<file path="config.mk">
export PLATFORM = sky130hd
export DESIGN_NAME = sorted_priority_queue
export DESIGN_NICKNAME = d
export VERILOG_FILES = /design/src/sv/spq_pkg.sv /design/src/sv/sorted_priority_queue.sv
export SDC_FILE = /design/constraint.sdc
export NUM_CORES = 2
export LEC_CHECK = 0
export BUFFER_PORTS_ARGS = -buffer_cell sky130_fd_sc_hd__buf_2
export CAP_MARGIN = 15
export CELL_PAD_IN_SITES_DETAIL_PLACEMENT = 1
export CELL_PAD_IN_SITES_GLOBAL_PLACEMENT = 1
export CORE_UTILIZATION = 52
export CTS_CLUSTER_SIZE = 16
export DETAILED_ROUTE_END_ITERATION = 12
export GPL_TIMING_DRIVEN = 1
export HOLD_SLACK_MARGIN = 0.06
export PLACE_DENSITY_LB_ADDON = 0.1
export SLEW_MARGIN = 10
export SYNTH_ARGS = -nofsm -noshare
export SYNTH_HDL_FRONTEND = slang
export SYNTH_SLANG_ARGS = --single-unit
export TNS_END_PERCENT = 10
</file>
<file path="constraint.sdc">
create_clock -name clk_i -period 3.7 [get_ports clk_i]
set_input_delay 0.555 -clock clk_i [delete_from_list [all_inputs] [get_ports clk_i]]
set_output_delay 0.555 -clock clk_i [all_outputs]
set_load 0.005 [all_outputs]
</file>
<file path="src/sv/spq_pkg.sv">
// Package for the sorted priority queue: depth, widths, opcodes, entry record
// and ring-pointer helpers.
// No dependencies.
package spq_pkg;

  localparam int QueueDepth = 16;
  localparam int IdxW       = $clog2(QueueDepth);
  localparam int CntW       = $clog2(QueueDepth + 1);
  localparam int OccW       = 5;

  localparam logic [15:0] LangEn = 16'h656E;

  typedef enum logic [1:0] {
    OP_ENQ   = 2'd0,
    OP_DEQ   = 2'd1,
    OP_PEEK  = 2'd2,
    OP_CLEAR = 2'd3
  } op_e;

  typedef struct packed {
    logic [7:0]  prio;
    logic [15:0] payload;
    logic [15:0] lang;
    logic [2:0]  mode;
    logic [31:0] stamp;
  } entry_t;

  localparam int EntryW = $bits(entry_t);

  typedef struct packed {
    logic   ok;
    entry_t rec;
  } result_t;

  // Step back one slot around the ring.
  function automatic logic [IdxW-1:0] ring_prev(input logic [IdxW-1:0] p);
    ring_prev = (p == '0) ? IdxW'(QueueDepth - 1) : p - IdxW'(1);
  endfunction

  // Step forward one slot around the ring.
  function automatic logic [IdxW-1:0] ring_next(input logic [IdxW-1:0] p);
    ring_next = (p == IdxW'(QueueDepth - 1)) ? '0 : p + IdxW'(1);
  endfunction

  // Slot just past the last held entry; count is below the depth here.
  function automatic logic [IdxW-1:0] ring_tail(input logic [IdxW-1:0] head,
                                                input logic [CntW-1:0] count);
    logic [IdxW:0] sum;
    sum = {1'b0, head} + {1'b0, count[IdxW-1:0]};
    if (sum >= (IdxW+1)'(QueueDepth)) begin
      sum = sum - (IdxW+1)'(QueueDepth);
    end
    ring_tail = sum[IdxW-1:0];
  endfunction

endpackage

</file>
<file path="src/sv/sorted_priority_queue.sv">
// Sorted priority queue of speech requests: ring buffer in one synchronous
// memory with insertion by shifting. Depends on spq_pkg.
//
// Clear and a rejected enqueue go straight to ST_DONE; dequeue/peek read the
// head in ST_HEAD; enqueue moves each held entry it passes (at most occupancy)
// up one slot in ST_INS_CMP, with one memory read and one write per entry.
// One beat in flight at a time; the next input beat is taken once the result
// sits in the output register. Reset empties the queue and loads "en" as the
// default language; the entry memory itself is not cleared.
module sorted_priority_queue
  import spq_pkg::*;
(
  input  logic        clk_i,
  input  logic        rst_ni,
  // configuration
  input  logic        cfg_we_i,
  input  logic [15:0] cfg_data_i,
  // input channel
  input  logic        in_valid_i,
  output logic        in_stall_o,
  input  logic [1:0]  opcode_i,
  input  logic        payload_present_i,
  input  logic [15:0] payload_tag_i,
  input  logic [15:0] language_code_i,
  input  logic [7:0]  priority_req_i,
  input  logic [2:0]  voice_mode_i,
  input  logic [31:0] timestamp_i,
  // output channel
  output logic        out_valid_o,
  input  logic        out_stall_i,
  output logic        ok_o,
  output logic [7:0]  head_priority_o,
  output logic [15:0] head_payload_o,
  output logic [15:0] head_language_o,
  output logic [2:0]  head_mode_o,
  output logic [31:0] head_time_o,
  output logic [4:0]  occupancy_o,
  output logic        is_full_o,
  output logic        is_empty_o
);

  typedef enum logic [2:0] {
    ST_IDLE,
    ST_INS_CMP,
    ST_INS_LAST,
    ST_HEAD,
    ST_DONE
  } state_e;

  // Control and working registers
  state_e            state_q,   state_d;
  op_e               op_q,      op_d;
  entry_t            fresh_q,   fresh_d;
  result_t           res_q,     res_d;
  logic [IdxW-1:0]   head_q,    head_d;
  logic [CntW-1:0]   count_q,   count_d;
  logic [IdxW-1:0]   pos_q,     pos_d;
  logic [CntW-1:0]   left_q,    left_d;
  logic [15:0]       dflt_lang_q;

  // Output register
  logic              out_valid_q, out_valid_d;
  result_t           out_res_q,   out_res_d;
  logic [OccW-1:0]   out_occ_q,   out_occ_d;
  logic              out_full_q,  out_full_d;
  logic              out_empty_q, out_empty_d;

  // Entry memory: one write port, one registered read port
  entry_t            mem_q [QueueDepth];
  entry_t            rd_data_q;
  logic              mem_we;
  logic [IdxW-1:0]   mem_waddr;
  logic [IdxW-1:0]   mem_raddr;
  entry_t            mem_wdata;

  always_ff @(posedge clk_i) begin
    if (mem_we) begin
      mem_q[mem_waddr] <= mem_wdata;
    end
    rd_data_q <= mem_q[mem_raddr];
  end

  // Next-state logic
  always_comb begin
    state_d     = state_q;
    op_d        = op_q;
    fresh_d     = fresh_q;
    res_d       = res_q;
    head_d      = head_q;
    count_d     = count_q;
    pos_d       = pos_q;
    left_d      = left_q;
    out_res_d   = out_res_q;
    out_occ_d   = out_occ_q;
    out_full_d  = out_full_q;
    out_empty_d = out_empty_q;
    mem_we      = 1'b0;
    mem_waddr   = pos_q;
    mem_wdata   = fresh_q;
    mem_raddr   = ring_prev(pos_q);

    // drop the output beat once it has been taken
    out_valid_d = out_valid_q && out_stall_i;

    unique case (state_q)
      ST_IDLE: begin
        if (in_valid_i) begin
          op_d          = op_e'(opcode_i);
          fresh_d.prio    = priority_req_i;
          fresh_d.payload = payload_tag_i;
          // substitute the default language when none is given
          fresh_d.lang    = (language_code_i != '0) ? language_code_i : dflt_lang_q;
          fresh_d.mode    = voice_mode_i;
          fresh_d.stamp   = timestamp_i;
          res_d           = '0;
          unique case (op_e'(opcode_i))
            OP_ENQ: begin
              if (!payload_present_i || count_q == CntW'(QueueDepth)) begin
                state_d = ST_DONE;
              end else begin
                pos_d  = ring_tail(head_q, count_q);
                left_d = count_q;
                // fetch the last held entry for the first compare
                mem_raddr = ring_prev(ring_tail(head_q, count_q));
                state_d   = (count_q == '0) ? ST_INS_LAST : ST_INS_CMP;
              end
            end
            OP_DEQ, OP_PEEK: begin
              if (count_q == '0) begin
                state_d = ST_DONE;
              end else begin
                mem_raddr = head_q;
                state_d   = ST_HEAD;
              end
            end
            OP_CLEAR: begin
              count_d  = '0;
              head_d   = '0;
              res_d.ok = 1'b1;
              state_d  = ST_DONE;
            end
            default: state_d = ST_DONE;
          endcase
        end
      end

      ST_INS_CMP: begin
        if (fresh_q.prio < rd_data_q.prio) begin
          // move the held entry up one slot and look at the next one down
          mem_we    = 1'b1;
          mem_wdata = rd_data_q;
          pos_d     = ring_prev(pos_q);
          left_d    = left_q - CntW'(1);
          mem_raddr = ring_prev(ring_prev(pos_q));
          if (left_q == CntW'(1)) begin
            state_d = ST_INS_LAST;
          end
        end else begin
          mem_we   = 1'b1;
          count_d  = count_q + CntW'(1);
          res_d.ok = 1'b1;
          state_d  = ST_DONE;
        end
      end

      ST_INS_LAST: begin
        mem_we   = 1'b1;
        count_d  = count_q + CntW'(1);
        res_d.ok = 1'b1;
        state_d  = ST_DONE;
      end

      ST_HEAD: begin
        res_d.ok  = 1'b1;
        res_d.rec = rd_data_q;
        if (op_q == OP_DEQ) begin
          head_d  = ring_next(head_q);
          count_d = count_q - CntW'(1);
        end
        state_d = ST_DONE;
      end

      ST_DONE: begin
        // hold until the output register is free
        if (!out_valid_q || !out_stall_i) begin
          out_valid_d = 1'b1;
          out_res_d   = res_q;
          out_occ_d   = OccW'(count_q);
          out_full_d  = (count_q == CntW'(QueueDepth));
          out_empty_d = (count_q == '0);
          state_d     = ST_IDLE;
        end
      end

      default: state_d = ST_IDLE;
    endcase
  end

  always_ff @(posedge clk_i or negedge rst_ni) begin
    if (!rst_ni) begin
      state_q     <= ST_IDLE;
      op_q        <= OP_ENQ;
      fresh_q     <= '0;
      res_q       <= '0;
      head_q      <= '0;
      count_q     <= '0;
      pos_q       <= '0;
      left_q      <= '0;
      dflt_lang_q <= LangEn;
      out_valid_q <= 1'b0;
      out_res_q   <= '0;
      out_occ_q   <= '0;
      out_full_q  <= 1'b0;
      out_empty_q <= 1'b1;
    end else begin
      state_q     <= state_d;
      op_q        <= op_d;
      fresh_q     <= fresh_d;
      res_q       <= res_d;
      head_q      <= head_d;
      count_q     <= count_d;
      pos_q       <= pos_d;
      left_q      <= left_d;
      if (cfg_we_i) begin
        dflt_lang_q <= cfg_data_i;
      end
      out_valid_q <= out_valid_d;
      out_res_q   <= out_res_d;
      out_occ_q   <= out_occ_d;
      out_full_q  <= out_full_d;
      out_empty_q <= out_empty_d;
    end
  end

  assign in_stall_o      = (state_q != ST_IDLE);
  assign out_valid_o     = out_valid_q;
  assign ok_o            = out_res_q.ok;
  assign head_priority_o = out_res_q.rec.prio;
  assign head_payload_o  = out_res_q.rec.payload;
  assign head_language_o = out_res_q.rec.lang;
  assign head_mode_o     = out_res_q.rec.mode;
  assign head_time_o     = out_res_q.rec.stamp;
  assign occupancy_o     = out_occ_q;
  assign is_full_o       = out_full_q;
  assign is_empty_o      = out_empty_q;

endmodule
</file>
; Word level (Yosys, flattened, before mapping)
; Memories as Yosys holds them, arrays and structs flattened. A register that Yosys moved wholly into a read port is not among the register bits.
; Cells that the tools add are included.
[classes]
reduce_logical = 29
n_mux = 56
n_lt_le_gt_ge = 2
add_sub_neg = 9
eq_ne = 20
[ops]
columns = operator, count
row1 = 2-to-1 mux 75 bit, 2
row2 = case mux 75 bit (2 select lines), 1
row3 = 2-to-1 mux 4 bit, 20
row4 = 2-to-1 mux 76 bit, 1
row5 = 2-to-1 mux 5 bit, 8
row6 = case mux 4 bit (2 select lines), 4
row7 = case mux 5 bit (4 select lines), 1
row8 = 2-to-1 mux 3 bit, 6
row9 = 2-to-1 mux 16 bit, 1
row10 = nonzero test 16 bit, 1
row11 = "subtractor 4 x 1 -> 4 bit, second input constant", 4
row12 = logical NOT 4 bit, 3
row13 = "inequality test 2 bit, second input constant", 6
row14 = case mux 3 bit (4 select lines), 1
row15 = case mux 5 bit (2 select lines), 1
row16 = AND reduction 5 bit, 2
row17 = "subtractor 5 x 1 -> 5 bit, second input constant", 2
row18 = case mux 3 bit (3 select lines), 1
row19 = < comparator 8 bit, 1
row20 = 2-to-1 mux 1 bit, 7
row21 = "== test 3 x 2 -> 1 bit, second input constant", 2
row22 = AND reduction 2 bit, 3
row23 = AND reduction 3 bit, 2
row24 = nonzero test 3 bit, 2
row25 = 25 further kinds, 34
[word_totals]
n_memories = 1
reg_bits = 274
out_inout_bits = 85
elab_cells = 145
ram_bits = 1200
[memory_table]
columns = name, words, width, read_ports, rd_ports_with_merged_regs, write_ports, line
row1 = mem_q, 16, 75, 1, 1, 1, sorted_priority_queue.sv:69  ; entry_t mem_q [QueueDepth];

; Longest topological paths before layout
[logic_depth]
word_depth = 13
depth_mapped = 14
mapped_depth_nobuf = 12

; Least setup slack after synthesis
; Ideal clock, no wire load.
[synth_path]
kind = register -> register
startpoint = reg count_q[0]
endpoint = reg, netlist name rd_data_q[24]
path_stages_with_launch = 15
slack_ns = 0.290
t_required_ns = 3.566
synth_period_minus_slack_ns = 3.410
t_arrival_ns = 3.276
setup_ns = 0.134
path_cell_list = dfrtp_1 ha_1 fa_1 inv_1 ha_1 inv_1 a2111o_1 o211ai_1 and4_1 o32ai_1 nand3_1 buf_2 clkbuf_1 a221oi_1 or4_1
[synth_via]
elab_chain_len = 13
word_cells_on_any_way = 19
classes_between = 3 x add/sub / 1 x order compare / 1 x eq/ne / 11 x mux / 3 x reduce/logical
[synth_rtl]
columns = element, line
row1 = start: declaration, sorted_priority_queue.sv:56  ; logic [CntW-1:0] count_q, count_d;
row2 = start signal: assignment, sorted_priority_queue.sv:221  ; count_q <= count_d;
row3 = adder 4 x 4 -> 5 bit, spq_pkg.sv:49  ; sum = {1'b0, head} + {1'b0, count[IdxW-1:0]};
row4 = subtractor 4 x 1 -> 4 bit or >= comparator 5 bit (tied branches), "spq_pkg.sv:51, spq_pkg.sv:50"
row5 = 2-to-1 mux 4 bit, spq_pkg.sv:50  ; if (sum >= (IdxW+1)'(QueueDepth)) begin
row6 = 2-to-1 mux 4 bit, sorted_priority_queue.sv:118  ; if (!payload_present_i || count_q == CntW'(QueueDepth)) begin
row7 = 2-to-1 mux 4 bit, sorted_priority_queue.sv:116  ; unique case (op_e'(opcode_i))
row8 = 2-to-1 mux 4 bit, sorted_priority_queue.sv:107  ; if (in_valid_i) begin
row9 = 2-to-1 mux 4 bit, sorted_priority_queue.sv:105  ; unique case (state_q)
row10 = subtractor 4 x 1 -> 4 bit or logical NOT 4 bit (tied branches), spq_pkg.sv:37  ; ring_prev = (p == '0) ? IdxW'(QueueDepth - 1) : p - IdxW'(1);
row11 = 2-to-1 mux 4 bit, spq_pkg.sv:37
row12 = 2-to-1 mux 4 bit, sorted_priority_queue.sv:118
row13 = case mux 4 bit (2 select lines) (*), sorted_priority_queue.sv:116
row14 = 2-to-1 mux 4 bit (*), sorted_priority_queue.sv:107
row15 = case mux 4 bit (2 select lines) (*), sorted_priority_queue.sv:105
; Mark *: on every way between the ends. The rest lies on a longest branch, timed or not. The select of a mux whose other input is x is not followed.
; A chain may end at the register's enable or synchronous reset.

; Worst setup path in the final report
[layout_path]
startpoint = reg head_q[0]
endpoint = reg, netlist name rd_data_q[70]
[layout_via]
elab_chain_len = 13
word_cells_on_any_way = 16
classes_between = 3 x add/sub / 1 x order compare / 11 x mux / 1 x reduce/logical
[layout_rtl]
columns = element, line
row1 = start: declaration, sorted_priority_queue.sv:55  ; logic [IdxW-1:0] head_q, head_d;
row2 = start signal: assignment, sorted_priority_queue.sv:205  ; head_q <= '0;
row3 = start signal: assignment, sorted_priority_queue.sv:220  ; head_q <= head_d;
row4 = adder 4 x 4 -> 5 bit, spq_pkg.sv:49
row5 = subtractor 4 x 1 -> 4 bit or >= comparator 5 bit (tied branches), "spq_pkg.sv:51, spq_pkg.sv:50"
row6 = 2-to-1 mux 4 bit, spq_pkg.sv:50
row7 = 2-to-1 mux 4 bit, sorted_priority_queue.sv:118
row8 = 2-to-1 mux 4 bit, sorted_priority_queue.sv:116
row9 = 2-to-1 mux 4 bit, sorted_priority_queue.sv:107
row10 = 2-to-1 mux 4 bit, sorted_priority_queue.sv:105
row11 = subtractor 4 x 1 -> 4 bit or logical NOT 4 bit (tied branches), spq_pkg.sv:37
row12 = 2-to-1 mux 4 bit, spq_pkg.sv:37
row13 = 2-to-1 mux 4 bit, sorted_priority_queue.sv:118
row14 = case mux 4 bit (2 select lines) (*), sorted_priority_queue.sv:116
row15 = 2-to-1 mux 4 bit (*), sorted_priority_queue.sv:107
row16 = case mux 4 bit (2 select lines) (*), sorted_priority_queue.sv:105
; Marks and branches as above.

==> summary.md <==
| Metric | Value |
|---|---|
| RSZ-0062 raised after global routing | `yes` |
| Final setup fails | `0` |
| Top Usage Layer GRT | `met2` |
| Die height | `341 um` |
| Critical path buffer and inverter count | `4` |
| Worst-path cell chain | `ha_1 -> fa_1 -> inv_1 -> ha_1 -> inv_1 -> a32o_1 -> a32oi_4 -> nand2_8 -> buf_4 -> buf_12 -> mux2i_1 -> a221oi_1 -> or4_1` |
| Design area | `a little over 70000 um^2` |
| Slowest stage delay, CP | `roughly 560 ps` |
| Total global routing overflow | `0` |
| Layout cells sized above 1 | `20.2%` |
| HP Class | `input pin to register` |
| Internal | `41.4 mW` |
| Vias in the first global route | `37852` |
| CP max stage cell | `or4_1` |
| Die X-Extent | `341 um` |
| Io pins | `184` |
| M1 GR Usage | `38.6%` |
| Met2 usage | `47.1%` |
| Worst setup margin | `76.7 ps` |
| Gr usage total | `28.1%` |
| CTS tree | `built` |
| Total power | `64.5 mW` |
| Initial antenna violation count | `3` |
| Synth Net Count | `approximately 4000` |
| Largest net degree at the start of global routing | `85` |
| CTS sink count | `roughly 1500` |
| Clock skew | `about 27 ps` |
| Syn_area_per_cell | `15.5 um^2` |
| WL per Instance | `27.9 um` |
| TritonCTS Buffers | `159` |
| Nets | `4328` |
| GP Congestion | `around 0.83` |
| DRT antenna net count | `0` |
| First-pass GRT wire length | `243000 um` |
| Fin crit period | `3620 ps` |
| Rel. slew slack | `approximately 48%` |
| Post-synthesis sequential area ratio | `74.1%` |
| CP Max Fanout | `46` |
| Layout area overhead | `17.5%` |
| Clock Tree Buf Depth | `3` |
| DRC errors left | `0` |
| Vias per inst | `approximately 6` |
| Delay-heaviest family, CP | `adder cells` |
| FMAX | `0.276 GHz` |
| Reg power frac | `36.3%` |
| Clock root cell | `clkbuf_16` |
| Slew Viols, Final | `0` |
| Kind of end point of the critical path | `register` |
| Pwr/cell area | `917 nW/um^2` |
| Number of cell rows | `approximately 120` |
| Total Neg Setup Slack | `0 ps` |
| Synthesized area | `around 60000 um^2` |
| Core box area | `114000 um^2` |
| Tcrit/Tclk final | `97.9%` |
| Synth async-reset ratio | `17.7%` |
| Latest clock arrival within the worst-skew pair | `780 ps` |
| Cells after DPL | `5462` |
| 1st-iter DRT viols | `3151` |
| Placed Area | `64100 um^2` |
| Combinational share of power | `38.9%` |
| Sw Share | `35.9%` |
| Yosys cell types | `62` |
| Max IR drop VDD | `0.000660 V` |
| Critical path start-end classification | `register to register` |
| Final core utilization | `61.6%` |
| Endpoints failing hold | `0` |
| Startpoint Class | `register` |
| Clock Pin Slew Worst Setup and Hold Paths | `60 ps` |
| Via count | `~36000` |
| Area of the die | `117000 um^2` |
| Synth warn | `0` |
| Status | `finished, final reports clean` |
| Post-synth top flop | `edfxtp_1` |
| Worst EP required | `approximately 4300 ps` |
| Max_cap viols | `0` |
| Final cell count without fillers | `5853` |
| Starting Density | `52.5%` |
| Hold_ws | `120 ps` |
| HPWL after detailed placement | `91700 um` |
| FF+latch count, synth | `between 1500 and 2000` |
| Grt met3 use | `3.99%` |
| Input/output buffers | `183` |
| Clock Power Share | `24.8%` |
| Critical Path AT | `around 4300 ps` |
| Slew @ Worst Pin | `777 ps` |
| Cells after Synth | `3856` |
| Switch Pwr | `23.1 mW` |
| DP Worst Slack | `7.15 ps` |
| Number of synthesized flops with an enable pin | `1200` |
| Final WL | `164000 um` |
| Leakage component of the power | `~27 nW` |
| CTS H-tree depth | `4` |
| DRT Pass-1 Iters | `5` |
-- cells in the mapped netlist, drive strengths merged (8+ instances only) --
cell type	count	area [um^2]
a211oi	8	72.6
a21o	8	60.1
a21oi	351	1760
a221oi	300	2630
and2	16	103
buf	106	543
clkbuf	154	578
dfrtp	264	6610
dfstp	10	263
dfxtp	75	1500
edfxtp	1200	36000
ha	25	313
inv	21	78.8
mux2	233	2620
mux2i	301	3010
nand2	479	1800
nor2	41	161
o21ai	95	475
o22ai	10	62.6
or4	75	563
-- state kept, by name (all words and copies together) (netlist names) --
name / count
mem_q: 1200
out_valid_o: 1
head_priority_o: 8
count_q: 5
head_payload_o: 16
is_full_o: 1
left_q: 5
head_mode_o: 3
dflt_lang_q: 16
rd_data_q: 75
state_q: 3
mem_waddr: 4
ok_o: 1
occupancy_o: 5
head_time_o: 32
head_q: 4
fresh_q: 75
op_q: 2
is_empty_o: 1
head_language_o: 16
res_q: 76
-- worst reg2reg max path: stages (launching register included) --
cell	delay, ps
dfrtp_1	380
ha_1	230
fa_1	510
inv_1	70
ha_1	270
inv_1	40
a32o_1	250
a32oi_4	260
nand2_8	170
buf_4	190
buf_12	170
mux2i_1	280
a221oi_1	120
or4_1	560
-- cell type report --
type                       count  area, um^2
clock buffer                 220        4500
inverter                      21        81.3
antenna                        1        2.50
fill                       10356       43800
timing repair buffer         445        4250
sequential                  1549       44400
clock inverter                79         742
multi-input combinational   2026       14500
tap                         1512        1890
-- power by group through the flow --
| stage | registers, mW | clock network [mW] | logic, mW |
|---|---|---|---|
| CTS | 23.4 | 16.3 | 24.9 |
| global placement | 23.7 | 0 | 23.9 |
| finish | 23.4 | 16.0 | 25.1 |
| floorplan | 23.2 | 0 | 15.4 |
| global route | 23.5 | 16.8 | 27.0 |
| detailed placement | 23.7 | 0 | 24.6 |
-- routing by layer --
metal / routed length, um / vias to the layer above
li1: - / 15684
met1: 70300 / 19008
met2: 81300 / 1037
met3: 8550 / 231
met4: 3300 / 4
met5: 17 / -
-- timing repair --
| action | CTS | global route |
|---|---|---|
| pin swaps | 0 | 3 |
| gates resized for setup | 4 | 10 |
| cloned | 0 | 1 |
| hold buffers | 86 | 0 |
| setup buffers | 0 | 4 |
| setup endpoints to repair | 44 | 56 |
| hold endpoints to repair | 164 | 0 |
-- placed cells by master (no fill, tap or decap), types with 86 or more instances in the layout --
cell	n
a21oi_1	351
o21ai_0	89
buf_12	88
edfxtp_1	1200
dlygate4sd3_1	86
nand2_1	478
mux2_2	233
clkbuf_16	165
mux2i_1	296
a221oi_1	300
dfrtp_1	264
buf_4	86
buf_2	182
-- cells by family after synthesis --
logic type	Yosys count	share of synthesized area [%]
AOI/OAI and AO/OA	804	8.88
xor gates and xnor gates	9	0.132
adders and majority gates	27	0.589
buffers and inverters	281	2.00
DFF	1549	74.1
muxes	534	9.41
and+or+nand+nor	652	4.84
-- worst paths after layout --
check | start | to | slack, ps | depth (start not counted)
max | head_q[0] | rd_data_q[70] | 80 | 13
min | language_code_i[13] | fresh_q[48] | 120 | 3
max reg2reg | head_q[0] | rd_data_q[70] | 80 | 13
min reg2reg | rd_data_q[15] | res_q[15] | 450 | 2
max in group asynchronous | rst_ni | head_payload_o[2] | 2370 | 3
min in group asynchronous | rst_ni | head_time_o[5] | 370 | 2
Power figures use the tool's default switching activity.
